[src/hdl/ptc_pkg.sv]
// Package for the perceptron block: field widths, reset values, FSM state type,
// controller/datapath command and status structs, weight saturation helper.
// No dependencies.
package ptc_pkg;

  localparam int VEC_LEN_DEF = 64;

  localparam int COORD_W = 16;
  localparam int WGT_W   = 24;
  localparam int PROD_W  = COORD_W + WGT_W;
  localparam int ACC_W   = 48;
  localparam int DIM_W   = 7;
  localparam int EPS_W   = 32;
  localparam int DATA_W  = 32;
  localparam int ADDR_W  = 3;

  localparam logic [DIM_W-1:0] DIM_RST = DIM_W'(2);
  localparam logic [EPS_W-1:0] EPS_RST = EPS_W'(1);

  // register index, taken from paddr[2]
  typedef enum logic {
    REG_DIMENSION = 1'b0,
    REG_EPSILON   = 1'b1
  } reg_idx_t;

  typedef enum logic {
    MODE_TRAIN    = 1'b0,
    MODE_CLASSIFY = 1'b1
  } mode_t;

  typedef enum logic [2:0] {
    S_IDLE,
    S_FETCH,
    S_ACC,
    S_DECIDE,
    S_UPDATE
  } state_t;

  typedef struct packed {
    logic accept;  // take word: write buffer, launch weight read
    logic mul;     // register coordinate * weight
    logic acc;     // add product, advance count
    logic decide;  // load result, clear accumulator, arm walk
    logic walk;    // weight update walk step
  } ptc_cmd_t;

  typedef struct packed {
    logic last;       // this word completes the vector
    logic mismatch;   // training miss on the completed vector
    logic out_busy;   // result register still full
    logic walk_done;  // all weights written back
  } ptc_status_t;

  // w +/- x, clipped to the signed weight range
  function automatic logic [WGT_W-1:0] sat_update(input logic [WGT_W-1:0] w,
                                                  input logic [COORD_W-1:0] x,
                                                  input logic add);
    logic signed [WGT_W:0] ws;
    logic signed [WGT_W:0] xs;
    logic signed [WGT_W:0] s;
    logic signed [WGT_W:0] wmax;
    logic signed [WGT_W:0] wmin;
    ws   = (WGT_W+1)'($signed(w));
    xs   = (WGT_W+1)'($signed(x));
    wmax = (WGT_W+1)'({1'b0, {(WGT_W-1){1'b1}}});
    wmin = -wmax - (WGT_W+1)'(1);
    s    = add ? ws + xs : ws - xs;
    if (s > wmax) begin
      s = wmax;
    end else if (s < wmin) begin
      s = wmin;
    end
    return s[WGT_W-1:0];
  endfunction

endpackage

[src/hdl/ptc_ram.sv]
// Generic simple dual-port RAM: one write port, one read port, registered read.
// No dependencies.
module ptc_ram #(
  parameter int WIDTH = 16,
  parameter int DEPTH = 64,
  localparam int AW = (DEPTH > 1) ? $clog2(DEPTH) : 1
) (
  input  logic             clk,
  input  logic             we,
  input  logic [AW-1:0]    waddr,
  input  logic [WIDTH-1:0] wdata,
  input  logic [AW-1:0]    raddr,
  output logic [WIDTH-1:0] rdata
);

  logic [WIDTH-1:0] mem [DEPTH];

  always_ff @(posedge clk) begin
    if (we) begin
      mem[waddr] <= wdata;
    end
    rdata <= mem[raddr];
  end

endmodule

[src/hdl/ptc_ctrl.sv]
// Perceptron controller FSM: sequences accept, multiply, accumulate, decide and
// the weight update walk. Depends on ptc_pkg.
module ptc_ctrl import ptc_pkg::*; (
  input  logic        clk,
  input  logic        rst,
  input  logic        in_valid,
  output logic        in_ready,
  input  ptc_status_t status,
  output ptc_cmd_t    cmd
);

  state_t state, state_next;

  always_ff @(posedge clk) begin
    if (rst) begin
      state <= S_IDLE;
    end else begin
      state <= state_next;
    end
  end

  always_comb begin
    state_next = state;
    cmd        = '0;
    in_ready   = 1'b0;
    case (state)
      S_IDLE: begin
        in_ready = 1'b1;
        if (in_valid) begin
          cmd.accept = 1'b1;
          state_next = S_FETCH;
        end
      end
      S_FETCH: begin
        cmd.mul    = 1'b1;
        state_next = S_ACC;
      end
      S_ACC: begin
        cmd.acc    = 1'b1;
        state_next = status.last ? S_DECIDE : S_IDLE;
      end
      S_DECIDE: begin
        if (!status.out_busy) begin
          cmd.decide = 1'b1;
          state_next = status.mismatch ? S_UPDATE : S_IDLE;
        end
      end
      S_UPDATE: begin
        cmd.walk = 1'b1;
        if (status.walk_done) begin
          state_next = S_IDLE;
        end
      end
      default: begin
        state_next = S_IDLE;
      end
    endcase
  end

endmodule

[src/hdl/ptc_datapath.sv]
// Perceptron datapath: vector buffer and weight RAMs, weight valid bits, MAC,
// sign decision, saturating update walk, result register. Depends on ptc_pkg, ptc_ram.
module ptc_datapath import ptc_pkg::*; #(
  parameter int VEC_LEN = VEC_LEN_DEF
) (
  input  logic               clk,
  input  logic               rst,
  input  ptc_cmd_t           cmd,
  output ptc_status_t        status,
  input  logic [DIM_W-1:0]   dimension,
  input  logic [EPS_W-1:0]   epsilon,
  input  logic               in_mode,
  input  logic [COORD_W-1:0] in_coordinate,
  input  logic               in_label,
  output logic               out_valid,
  input  logic               out_ready,
  output logic               out_pred,
  output logic               out_upd
);

  localparam int AW    = (VEC_LEN > 1) ? $clog2(VEC_LEN) : 1;
  localparam int CNT_W = $clog2(VEC_LEN + 1);
  localparam int EW    = ((CNT_W > DIM_W) ? CNT_W : DIM_W) + 1;

  logic [COORD_W-1:0] coord_q;
  logic               mode_q;
  logic               label_q;
  logic [CNT_W-1:0]   count;
  logic [CNT_W-1:0]   rd_ptr;
  logic               wr_v;
  logic [AW-1:0]      wr_addr;
  logic [VEC_LEN-1:0] wvalid;
  logic               wvalid_q;
  logic signed [PROD_W-1:0] prod_q;
  logic [ACC_W-1:0]   acc;

  logic [EW-1:0]      dim_ext;
  logic [EW-1:0]      vl_ext;
  logic [EW-1:0]      dim_eff;
  logic [AW-1:0]      idx;
  logic [AW-1:0]      w_raddr;
  logic [WGT_W-1:0]   w_rdata;
  logic [WGT_W-1:0]   w_rd;
  logic [COORD_W-1:0] b_rdata;
  logic               w_we;
  logic [WGT_W-1:0]   w_wdata;
  logic               pred;
  logic               rd_more;

  // effective dimension: zero reads as one, clamp to buffer length
  assign dim_ext = EW'(dimension);
  assign vl_ext  = EW'(VEC_LEN);
  assign dim_eff = (dim_ext == '0) ? EW'(1) : ((dim_ext > vl_ext) ? vl_ext : dim_ext);

  assign idx     = count[AW-1:0];
  assign w_raddr = cmd.walk ? rd_ptr[AW-1:0] : idx;
  assign w_rd    = wvalid_q ? w_rdata : '0;
  assign rd_more = EW'(rd_ptr) < dim_eff;

  assign w_we    = cmd.walk && wr_v;
  assign w_wdata = sat_update(w_rd, b_rdata, label_q);

  ptc_ram #(.WIDTH(WGT_W), .DEPTH(VEC_LEN)) u_wgt_ram (
    .clk   (clk),
    .we    (w_we),
    .waddr (wr_addr),
    .wdata (w_wdata),
    .raddr (w_raddr),
    .rdata (w_rdata)
  );

  ptc_ram #(.WIDTH(COORD_W), .DEPTH(VEC_LEN)) u_buf_ram (
    .clk   (clk),
    .we    (cmd.accept),
    .waddr (idx),
    .wdata (in_coordinate),
    .raddr (rd_ptr[AW-1:0]),
    .rdata (b_rdata)
  );

  // negative or below epsilon is minus
  assign pred = !acc[ACC_W-1] && (acc >= ACC_W'(epsilon));

  assign status.last      = (EW'(count) + EW'(1)) >= dim_eff;
  assign status.mismatch  = (mode_q == MODE_TRAIN) && (pred != label_q);
  assign status.out_busy  = out_valid;
  assign status.walk_done = !rd_more && !wr_v;

  // payload
  always_ff @(posedge clk) begin
    wvalid_q <= wvalid[w_raddr];
    if (cmd.accept) begin
      coord_q <= in_coordinate;
      mode_q  <= in_mode;
      label_q <= in_label;
    end
    if (cmd.mul) begin
      prod_q <= $signed(coord_q) * $signed(w_rd);
    end
    if (cmd.walk && rd_more) begin
      wr_addr <= rd_ptr[AW-1:0];
    end
    if (cmd.decide) begin
      out_pred <= pred;
      out_upd  <= status.mismatch;
    end
  end

  // control state
  always_ff @(posedge clk) begin
    if (rst) begin
      wvalid    <= '0;
      acc       <= '0;
      count     <= '0;
      rd_ptr    <= '0;
      wr_v      <= 1'b0;
      out_valid <= 1'b0;
    end else begin
      if (w_we) begin
        wvalid[wr_addr] <= 1'b1;
      end
      if (cmd.acc) begin
        acc   <= acc + ACC_W'(prod_q);
        count <= status.last ? '0 : count + CNT_W'(1);
      end
      if (cmd.decide) begin
        acc    <= '0;
        rd_ptr <= '0;
        wr_v   <= 1'b0;
      end else if (cmd.walk) begin
        wr_v <= rd_more;
        if (rd_more) begin
          rd_ptr <= rd_ptr + CNT_W'(1);
        end
      end
      if (cmd.decide) begin
        out_valid <= 1'b1;
      end else if (out_ready) begin
        out_valid <= 1'b0;
      end
    end
  end

  a_count_range: assert property (@(posedge clk) disable iff (rst)
    EW'(count) < vl_ext)
    else $error("coordinate count reached buffer length");

  a_walk_addr: assert property (@(posedge clk) disable iff (rst)
    wr_v |-> (EW'(wr_addr) < dim_eff))
    else $error("weight write-back beyond dimension");

  a_walk_only: assert property (@(posedge clk) disable iff (rst)
    wr_v |-> cmd.walk)
    else $error("pending weight write outside update walk");

  a_no_overrun: assert property (@(posedge clk) disable iff (rst)
    cmd.decide |-> !out_valid)
    else $error("result loaded over a pending result");

endmodule

[src/hdl/perceptron_train_and_classify.sv]
// Perceptron, trained and queried one coordinate per word; depends on ptc_pkg, ptc_ctrl,
// ptc_datapath and ptc_ram. Each word passes accept, weight read+multiply and accumulate
// before the next word is taken. The result is registered after the closing word passes fetch,
// accumulate and decide; decide waits while the previous result is still unread.
// A training miss then walks the weight RAM before the next word is taken.
// Reset (rst, synchronous): weights read as zero, count/accumulator cleared, dim=2, eps=1.
module perceptron_train_and_classify import ptc_pkg::*; #(
  parameter int VEC_LEN = VEC_LEN_DEF
) (
  input  logic              clk,
  input  logic              rst,
  // input stream
  input  logic              s_tvalid,
  output logic              s_tready,
  input  logic [23:0]       s_tdata,   // [15:0] coordinate, [16] label_positive, rest zero
  input  logic              s_tuser,   // [0] mode (0 train, 1 classify)
  // result stream
  output logic              m_tvalid,
  input  logic              m_tready,
  output logic [7:0]        m_tdata,   // [0] predicted_positive, [1] weights_updated
  // configuration
  input  logic              psel,
  input  logic              penable,
  input  logic              pwrite,
  input  logic [ADDR_W-1:0] paddr,
  input  logic [DATA_W-1:0] pwdata,
  output logic [DATA_W-1:0] prdata,
  output logic              pready
);

  ptc_cmd_t    cmd;
  ptc_status_t status;

  logic [DIM_W-1:0] dimension;
  logic [EPS_W-1:0] epsilon;
  logic             cfg_wr;
  reg_idx_t         reg_sel;
  logic             out_pred;
  logic             out_upd;

  // ---- configuration registers ----
  // one register per 32-bit word; paddr[2] selects it
  assign pready  = 1'b1;
  assign reg_sel = reg_idx_t'(paddr[2]);
  assign cfg_wr  = psel && penable && pwrite && pready;

  always_ff @(posedge clk) begin
    if (rst) begin
      dimension <= DIM_RST;
      epsilon   <= EPS_RST;
    end else if (cfg_wr) begin
      case (reg_sel)
        REG_DIMENSION: dimension <= pwdata[DIM_W-1:0];
        REG_EPSILON:   epsilon   <= pwdata[EPS_W-1:0];
        default: ;
      endcase
    end
  end

  always_comb begin
    case (reg_sel)
      REG_DIMENSION: prdata = DATA_W'(dimension);
      REG_EPSILON:   prdata = DATA_W'(epsilon);
      default:       prdata = '0;
    endcase
  end

  // ---- controller: one word in flight, update walk blocks input ----
  ptc_ctrl u_ctrl (
    .clk      (clk),
    .rst      (rst),
    .in_valid (s_tvalid),
    .in_ready (s_tready),
    .status   (status),
    .cmd      (cmd)
  );

  // ---- datapath: RAMs, MAC, decision, result register ----
  ptc_datapath #(.VEC_LEN(VEC_LEN)) u_dp (
    .clk           (clk),
    .rst           (rst),
    .cmd           (cmd),
    .status        (status),
    .dimension     (dimension),
    .epsilon       (epsilon),
    .in_mode       (s_tuser),
    .in_coordinate (s_tdata[COORD_W-1:0]),
    .in_label      (s_tdata[COORD_W]),
    .out_valid     (m_tvalid),
    .out_ready     (m_tready),
    .out_pred      (out_pred),
    .out_upd       (out_upd)
  );

  // result word stays in the datapath register until taken
  assign m_tdata = {6'b0, out_upd, out_pred};

endmodule

[config.mk]
export PLATFORM = sky130hd
export DESIGN_NAME = perceptron_train_and_classify
export DESIGN_NICKNAME = d
export VERILOG_FILES = /design/src/hdl/ptc_pkg.sv /design/src/hdl/ptc_ram.sv /design/src/hdl/ptc_ctrl.sv /design/src/hdl/ptc_datapath.sv /design/src/hdl/perceptron_train_and_classify.sv
export SDC_FILE = /design/constraint.sdc
export NUM_CORES = 2
export LEC_CHECK = 0
export ABC_CLOCK_PERIOD_IN_PS = 6510
export BUFFER_PORTS_ARGS = -buffer_cell sky130_fd_sc_hd__buf_2
export CAP_MARGIN = 20
export CORE_ASPECT_RATIO = 0.75
export CORE_MARGIN = 3
export CORE_UTILIZATION = 50
export DETAILED_ROUTE_END_ITERATION = 6
export GPL_TIMING_DRIVEN = 0
export HOLD_SLACK_MARGIN = 0.06
export PLACE_DENSITY = 0.76
export SLEW_MARGIN = 0
export SYNTH_ARGS = -nofsm -noshare
export SYNTH_HDL_FRONTEND = slang
export SYNTH_HIERARCHICAL = 1
export SYNTH_SLANG_ARGS = --single-unit
[constraint.sdc]
create_clock -name clk -period 6.51 [get_ports clk]
set_input_delay 0.651 -clock clk [delete_from_list [all_inputs] [get_ports clk]]
set_output_delay 0.651 -clock clk [all_outputs]
set_load 0.01 [all_outputs]
; After elaboration in Yosys (flattened, before gate mapping)
; Memories as Yosys holds them, arrays and structs flattened. A register that Yosys moved wholly into a read port is not among the register bits.
; Cells that the tools add are included.
[totals]
regBits = 237
mem_bits_rw = 2560
inputBits = 67
out_inout_bits = 43
wordCells = 98
memories = 2
[memory_table]
columns = name, words, word_bits, rd, rd_ports_with_merged_regs, wr, line_no
row1 = u_dp.u_wgt_ram.mem, 64, 24, 1, 1, 1, ptc_ram.sv:16  ; logic [WIDTH-1:0] mem [DEPTH];
row2 = u_dp.u_buf_ram.mem, 64, 16, 1, 1, 1, ptc_ram.sv:16
[op_classes]
addsub = 6
n_mul = 1
order_cmp = 9
n_eq_ne = 8
muxes = 33
bitwise = 3
reduce_logical = 19
[op_table]
columns = op, count
row1 = $mux 24, 3
row2 = $or 64x64->64, 1
row3 = $pmux 32 s2, 1
row4 = $add 48x48->48, 1
row5 = $ge 48x32->1, 1
row6 = $mul 16x24->40, 1
row7 = $add 24x16->25, 1
row8 = $gt 25x24->1 const B, 1
row9 = $lt 25x24->1 const B, 1
row10 = $mux 25, 1
row11 = $sub 24x16->25, 1
row12 = $mux 1, 16
row13 = $pmux 3 s5, 1
row14 = $add 7x1->7 const B, 2
row15 = $lt 6x7->1 const B, 2
row16 = $mux 7, 2
row17 = $mux 3, 4
row18 = $add 7x1->8 const B, 1
row19 = $ge 8x8->1, 1
row20 = $logic_and 1x1->1, 8
row21 = $logic_not 8->1, 1
row22 = $lt 7x8->1, 1
row23 = $mux 8, 1
row24 = $gt 7x7->1 const B, 1
row25 = other kinds (17), 25

; Depth between registers and ports, before layout
[logic_depth]
depth_word = 8
ltp_mapped = 27
ltp_nobuf = 25

; Cells and area by module
; The synthesis kept the hierarchy.
[modules_own_cells]
columns = module, n_inst, cells_each, area_per_inst_um2, seq_area_each_um2
row1 = ptc_ram (u_dp.u_wgt_ram), 1, 2610, 59295.6, 46604.7
row2 = ptc_ram (u_dp.u_buf_ram), 1, 1829, 40042.2, 31069.8
row3 = ptc_datapath, 1, 3064, 26584.2, 4564.4
row4 = perceptron_train_and_classify, 1, 212, 2065.7, 780.7
row5 = ptc_ctrl, 1, 28, 237.7, 60.1

; Worst setup path before layout
; No wires, ideal clock.
[synth_path]
kind = register -> register
from = register u_dp.wvalid_q
to = register u_dp.prod_q[38], data pin
setup_ns = 0.264
t_arrival_ns = 6.689
required_ns = 6.246
path_slack_ns = -0.443
path_stages_with_launch = 28
n_path_buf = 3
synth_period_minus_slack_ns = 6.953
path_cell_list = dfxtp_1 > clkbuf_1 > clkbuf_1 > and2_1 > clkbuf_1 > nand2_1 > fa_1 > inv_1 > fa_1 > inv_1 > fa_1 > inv_1 > fa_1 > fa_1 > inv_1 > fa_1 > inv_1 > ha_1 > and4_1 > and2_1 > a21boi_1 > a41o_1 > nor4_2 > o311ai_1 > a41oi_1 > o21ai_1 > a221oi_1 > xnor2_1
[synth_via]
elab_chain_len = 2
[synth_rtl]
columns = element, line_no
row1 = start: declaration, ptc_datapath.sv:33  ; logic wvalid_q;
row2 = start signal: assignment, ptc_datapath.sv:91  ; wvalid_q <= wvalid[w_raddr];
row3 = $mux 24, ptc_datapath.sv:57  ; assign w_rd = wvalid_q ? w_rdata : '0;
row4 = $mul 16x24->40, ptc_datapath.sv:98  ; prod_q <= $signed(coord_q) * $signed(w_rd);
row5 = end signal: assignment, ptc_datapath.sv:98
row6 = end: declaration, ptc_datapath.sv:34  ; logic signed [PROD_W-1:0] prod_q;
; Every way passes these cells.
; A chain may end at the register's enable or synchronous reset.

; Worst setup path after layout
[layout_path]
from = register u_dp.wvalid_q
to = register u_dp.prod_q[39], data pin
; The elaborated chain is that of the path after synthesis.

==> impl_metrics.tcl <==
set metrics [dict create \
    avgSynthCellArea_um2 16.6 \
    hold_depth 3 \
    synth_cell_types 96 \
    yosys_warnings 6 \
    chipWidth_um 591 \
    violations "design-rule violations, max-slew violations, negative setup slack" \
    cts_tree "done" \
    syn2layout_area_growth_pct 14.9 \
    dieArea_um2 263000 \
    crit_slowest_cell "fa_1" \
    fin_worst_skew_ns 0.0871 \
    maxCapViolCount 0 \
    start_util 0.504 \
    synthCells 7743 \
    power.total_mw 40.1 \
    synth_edf_count 2626 \
    portBuffers 93 \
    stdcell_count 12005 \
    hpwl_um 244000 \
    fillerInstances 18352 \
    path_clk_slew_ns 0.06 \
    p_per_area_nw_per_um2 272 \
    clkLatencyLatePin_ns 0.84 \
    fp-row-count 160 \
    p_leak_nw 50.5 \
    cp.arrival_ns 7.41 \
    drt_pass1_iterations 7 \
    async_flop_share 0 \
    routabilityCongestion 1.03 \
    slew-limit-headroom -0.0817 \
    synthFlopType "edfxtp_1" \
    finalHoldViolCount 0 \
    worstPathMaxFanout 8 \
    die_y_um 445 \
    routed_wl_um 358000 \
    via_count 75952 \
    regToRegSetupSlack_ns -0.35 \
    synth_top_area_share 0.615 \
    clkSinkCount 2837 \
    drive_gt1_frac 0.228 \
    drv_slew 2 \
    grt_usage 0.270 \
    min_period_ns 6.86 \
    required_ns 7.05 \
    setup_viol 13 \
    drtIter0Drc 11257 \
    numCtsBuffers 278 \
    holdCritStartpoint "pwdata[2]" \
    dp.cells 11356 \
    worst_path_largest_cell_delay_ns 0.59 \
    wl_per_cell_um 29.8 \
    avgViaCountPerCell 6.33 \
    fin_ws_ns -0.355 \
    drcViolationCount 1 \
    cp-start-kind "flop" \
    min_path_type "input port to flop" \
    timing.rr.start "u_dp/wvalid_q" \
    utilization 0.579 \
    peakVddDrop_uv 198 \
    yosys.area.top_type "edfxtp_1" \
    ctsLongestPathBuffers 4 \
    first_global_vias 74981 \
    seq_area_frac_synth 0.648 \
    layout_commonest_cell "edfxtp_1" \
    antenna_found_initial 21 \
    synthesis.area_um2 128000 \
    pin_count 110 \
    ys_ff_latch 2837 \
    tightestPinTransition_ns 1.62 \
    grt_setup_unrepaired "yes" \
    final_cell_area_um2 147000 \
    root_buffer "clkbuf_16" \
    grt_max_degree 66 \
    crit_top_cell "fa_1" \
    crit_type "flop to flop" \
    worstReg2RegEnd "u_dp/prod_q[39]" \
    period_share 1.05 \
    crit_path_end_kind "flop" \
    holdPathEnd "dimension[2]" \
    placed_area_um2 136000 \
    startpoint "u_dp/wvalid_q" \
    final_cell_mix "edfxtp_1, mux4_2, inv_1" \
    place_ws_ns -1.70 \
    core_um2 254000 \
    htreeDepth 5 \
    r2r.worst_path.cells 26 \
    grt_pass1_wl_um 516000 \
    final_nets 9036 \
    fmax_mhz 146 \
    ys_top_cells_by_area "edfxtp_1, mux4_2, fa_1" \
    grt-ovfl-total 0 \
    ant_nets 0 \
    status "finished with violations" \
]
==> layer usage <==
metal  track usage  wire [µm]  vias up
li1              -          -    30819
met1         0.387     136000    38795
met4        0.0901      13800       10
met2         0.381     153000     5482
met5       0.00861        355        -
met3         0.101      55200      846
==> through the flow <==
| step | setup TNS, ns | hold slack, ns |
|---|---|---|
| final | -2.43 | 0.115 |
| after global routing | -5.00 | 0.112 |
| after CTS | -1.89 | 0.0602 |
| after detailed placement | -22.83 | 0.455 |
| after global placement | -3049.49 | 0.448 |
| after floorplan | -0.0811 | 0.436 |
==> state kept, by name, summed over array words and instances, names as in the netlist <==
register / flops
u_dp/label_q: 1
u_dp/u_buf_ram/mem: 1024
dimension: 7
u_dp/rd_ptr: 7
u_dp/acc: 48
u_dp/u_buf_ram/rdata: 16
u_dp/count: 7
u_dp/out_upd: 1
u_dp/wr_v: 1
u_ctrl/state: 3
u_dp/prod_q: 40
u_dp/u_wgt_ram/mem: 1536
u_dp/out_valid: 1
u_dp/wr_addr: 6
epsilon: 32
u_dp/u_wgt_ram/rdata: 24
u_dp/coord_q: 16
u_dp/out_pred: 1
u_dp/mode_q: 1
u_dp/wvalid: 64
u_dp/wvalid_q: 1
==> critical path: cells and delay by family, from the launching register on <==
kind	cells	cell delay, ns
buf+inv	7	0.75
flops	1	0.41
compound gates	9	1.63
xor+xnor	1	0.16
simple gates	2	0.19
fa+ha+maj	7	3.41
==> kinds of logic (layout without fill, tap and decap cells) <==
family | after synthesis | after routing | synth area share
flops | 2837 | 2837 | 0.648
simple gates | 1452 | 1452 | 0.0552
buf+inv | 942 | 1787 | 0.0332
mux | 938 | 938 | 0.131
compound gates | 840 | 840 | 0.0431
fa+ha+maj | 595 | 595 | 0.0800
xor+xnor | 137 | 137 | 0.00936
other cells | 2 | 17 | 0.0000586
==> how the worst max path moves through the flow <==
stage                           endpoint  slack [ns]
6_report                 u_dp/prod_q[39]       -0.35
5_1_grt                  u_dp/prod_q[39]       -0.52
4_1_cts                  u_dp/prod_q[38]       -0.31
3_5_place_dp             u_dp/prod_q[38]       -1.70
3_3_place_gp   u_dp/u_wgt_ram/mem[48][8]       -3.19
2_1_floorplan            u_dp/prod_q[38]       -0.08
==> final cells by class <==
type	instances	area [µm²]	share of cell area
antenna	10	25.0	0.000170
buffer	403	2840	0.0193
clock buffer	346	7300	0.0495
clock inverter	151	1410	0.00956
inverter	534	2000	0.0136
multi-input combinational	3969	42400	0.288
sequential	2837	83100	0.564
tap	3402	4260	0.0289
timing repair buffer	353	3980	0.0270
==> report_power, final <==
group / total (mW) / internal, mW / switching (mW)
logic: 3.64 / 1.18 / 2.45
registers: 20.8 / 20.7 / 0.130
clock network: 15.6 / 8.85 / 6.79
total: 40.1 / 30.7 / 9.37
==> synth_stat cells (56+ instances only) <==
cell / n
and2_1: 58
clkbuf_1: 194
and3_1: 193
mux2i_1: 261
a22oi_1: 68
a21o_1: 78
a21oi_1: 252
buf_2: 88
mux4_2: 578
buf_4: 56
nand2b_1: 105
ha_1: 217
mux2_2: 94
inv_1: 529
dfxtp_1: 211
nor2_1: 367
a221oi_1: 70
fa_1: 376
nand3_1: 71
edfxtp_1: 2626
xnor2_1: 82
nand2_1: 444
==> repair_timing <==
action | in CTS | in global routing
gates cloned | 4 | 1
buffers inserted | 67 | 24
resized for setup | 260 | 100
hold endpoints to repair | 34 | 0
setup endpoints to repair | 25 | 18
pin swaps | 79 | 71
hold buffers | 31 | 0
Note: power is estimated with default switching activity, not from simulation.
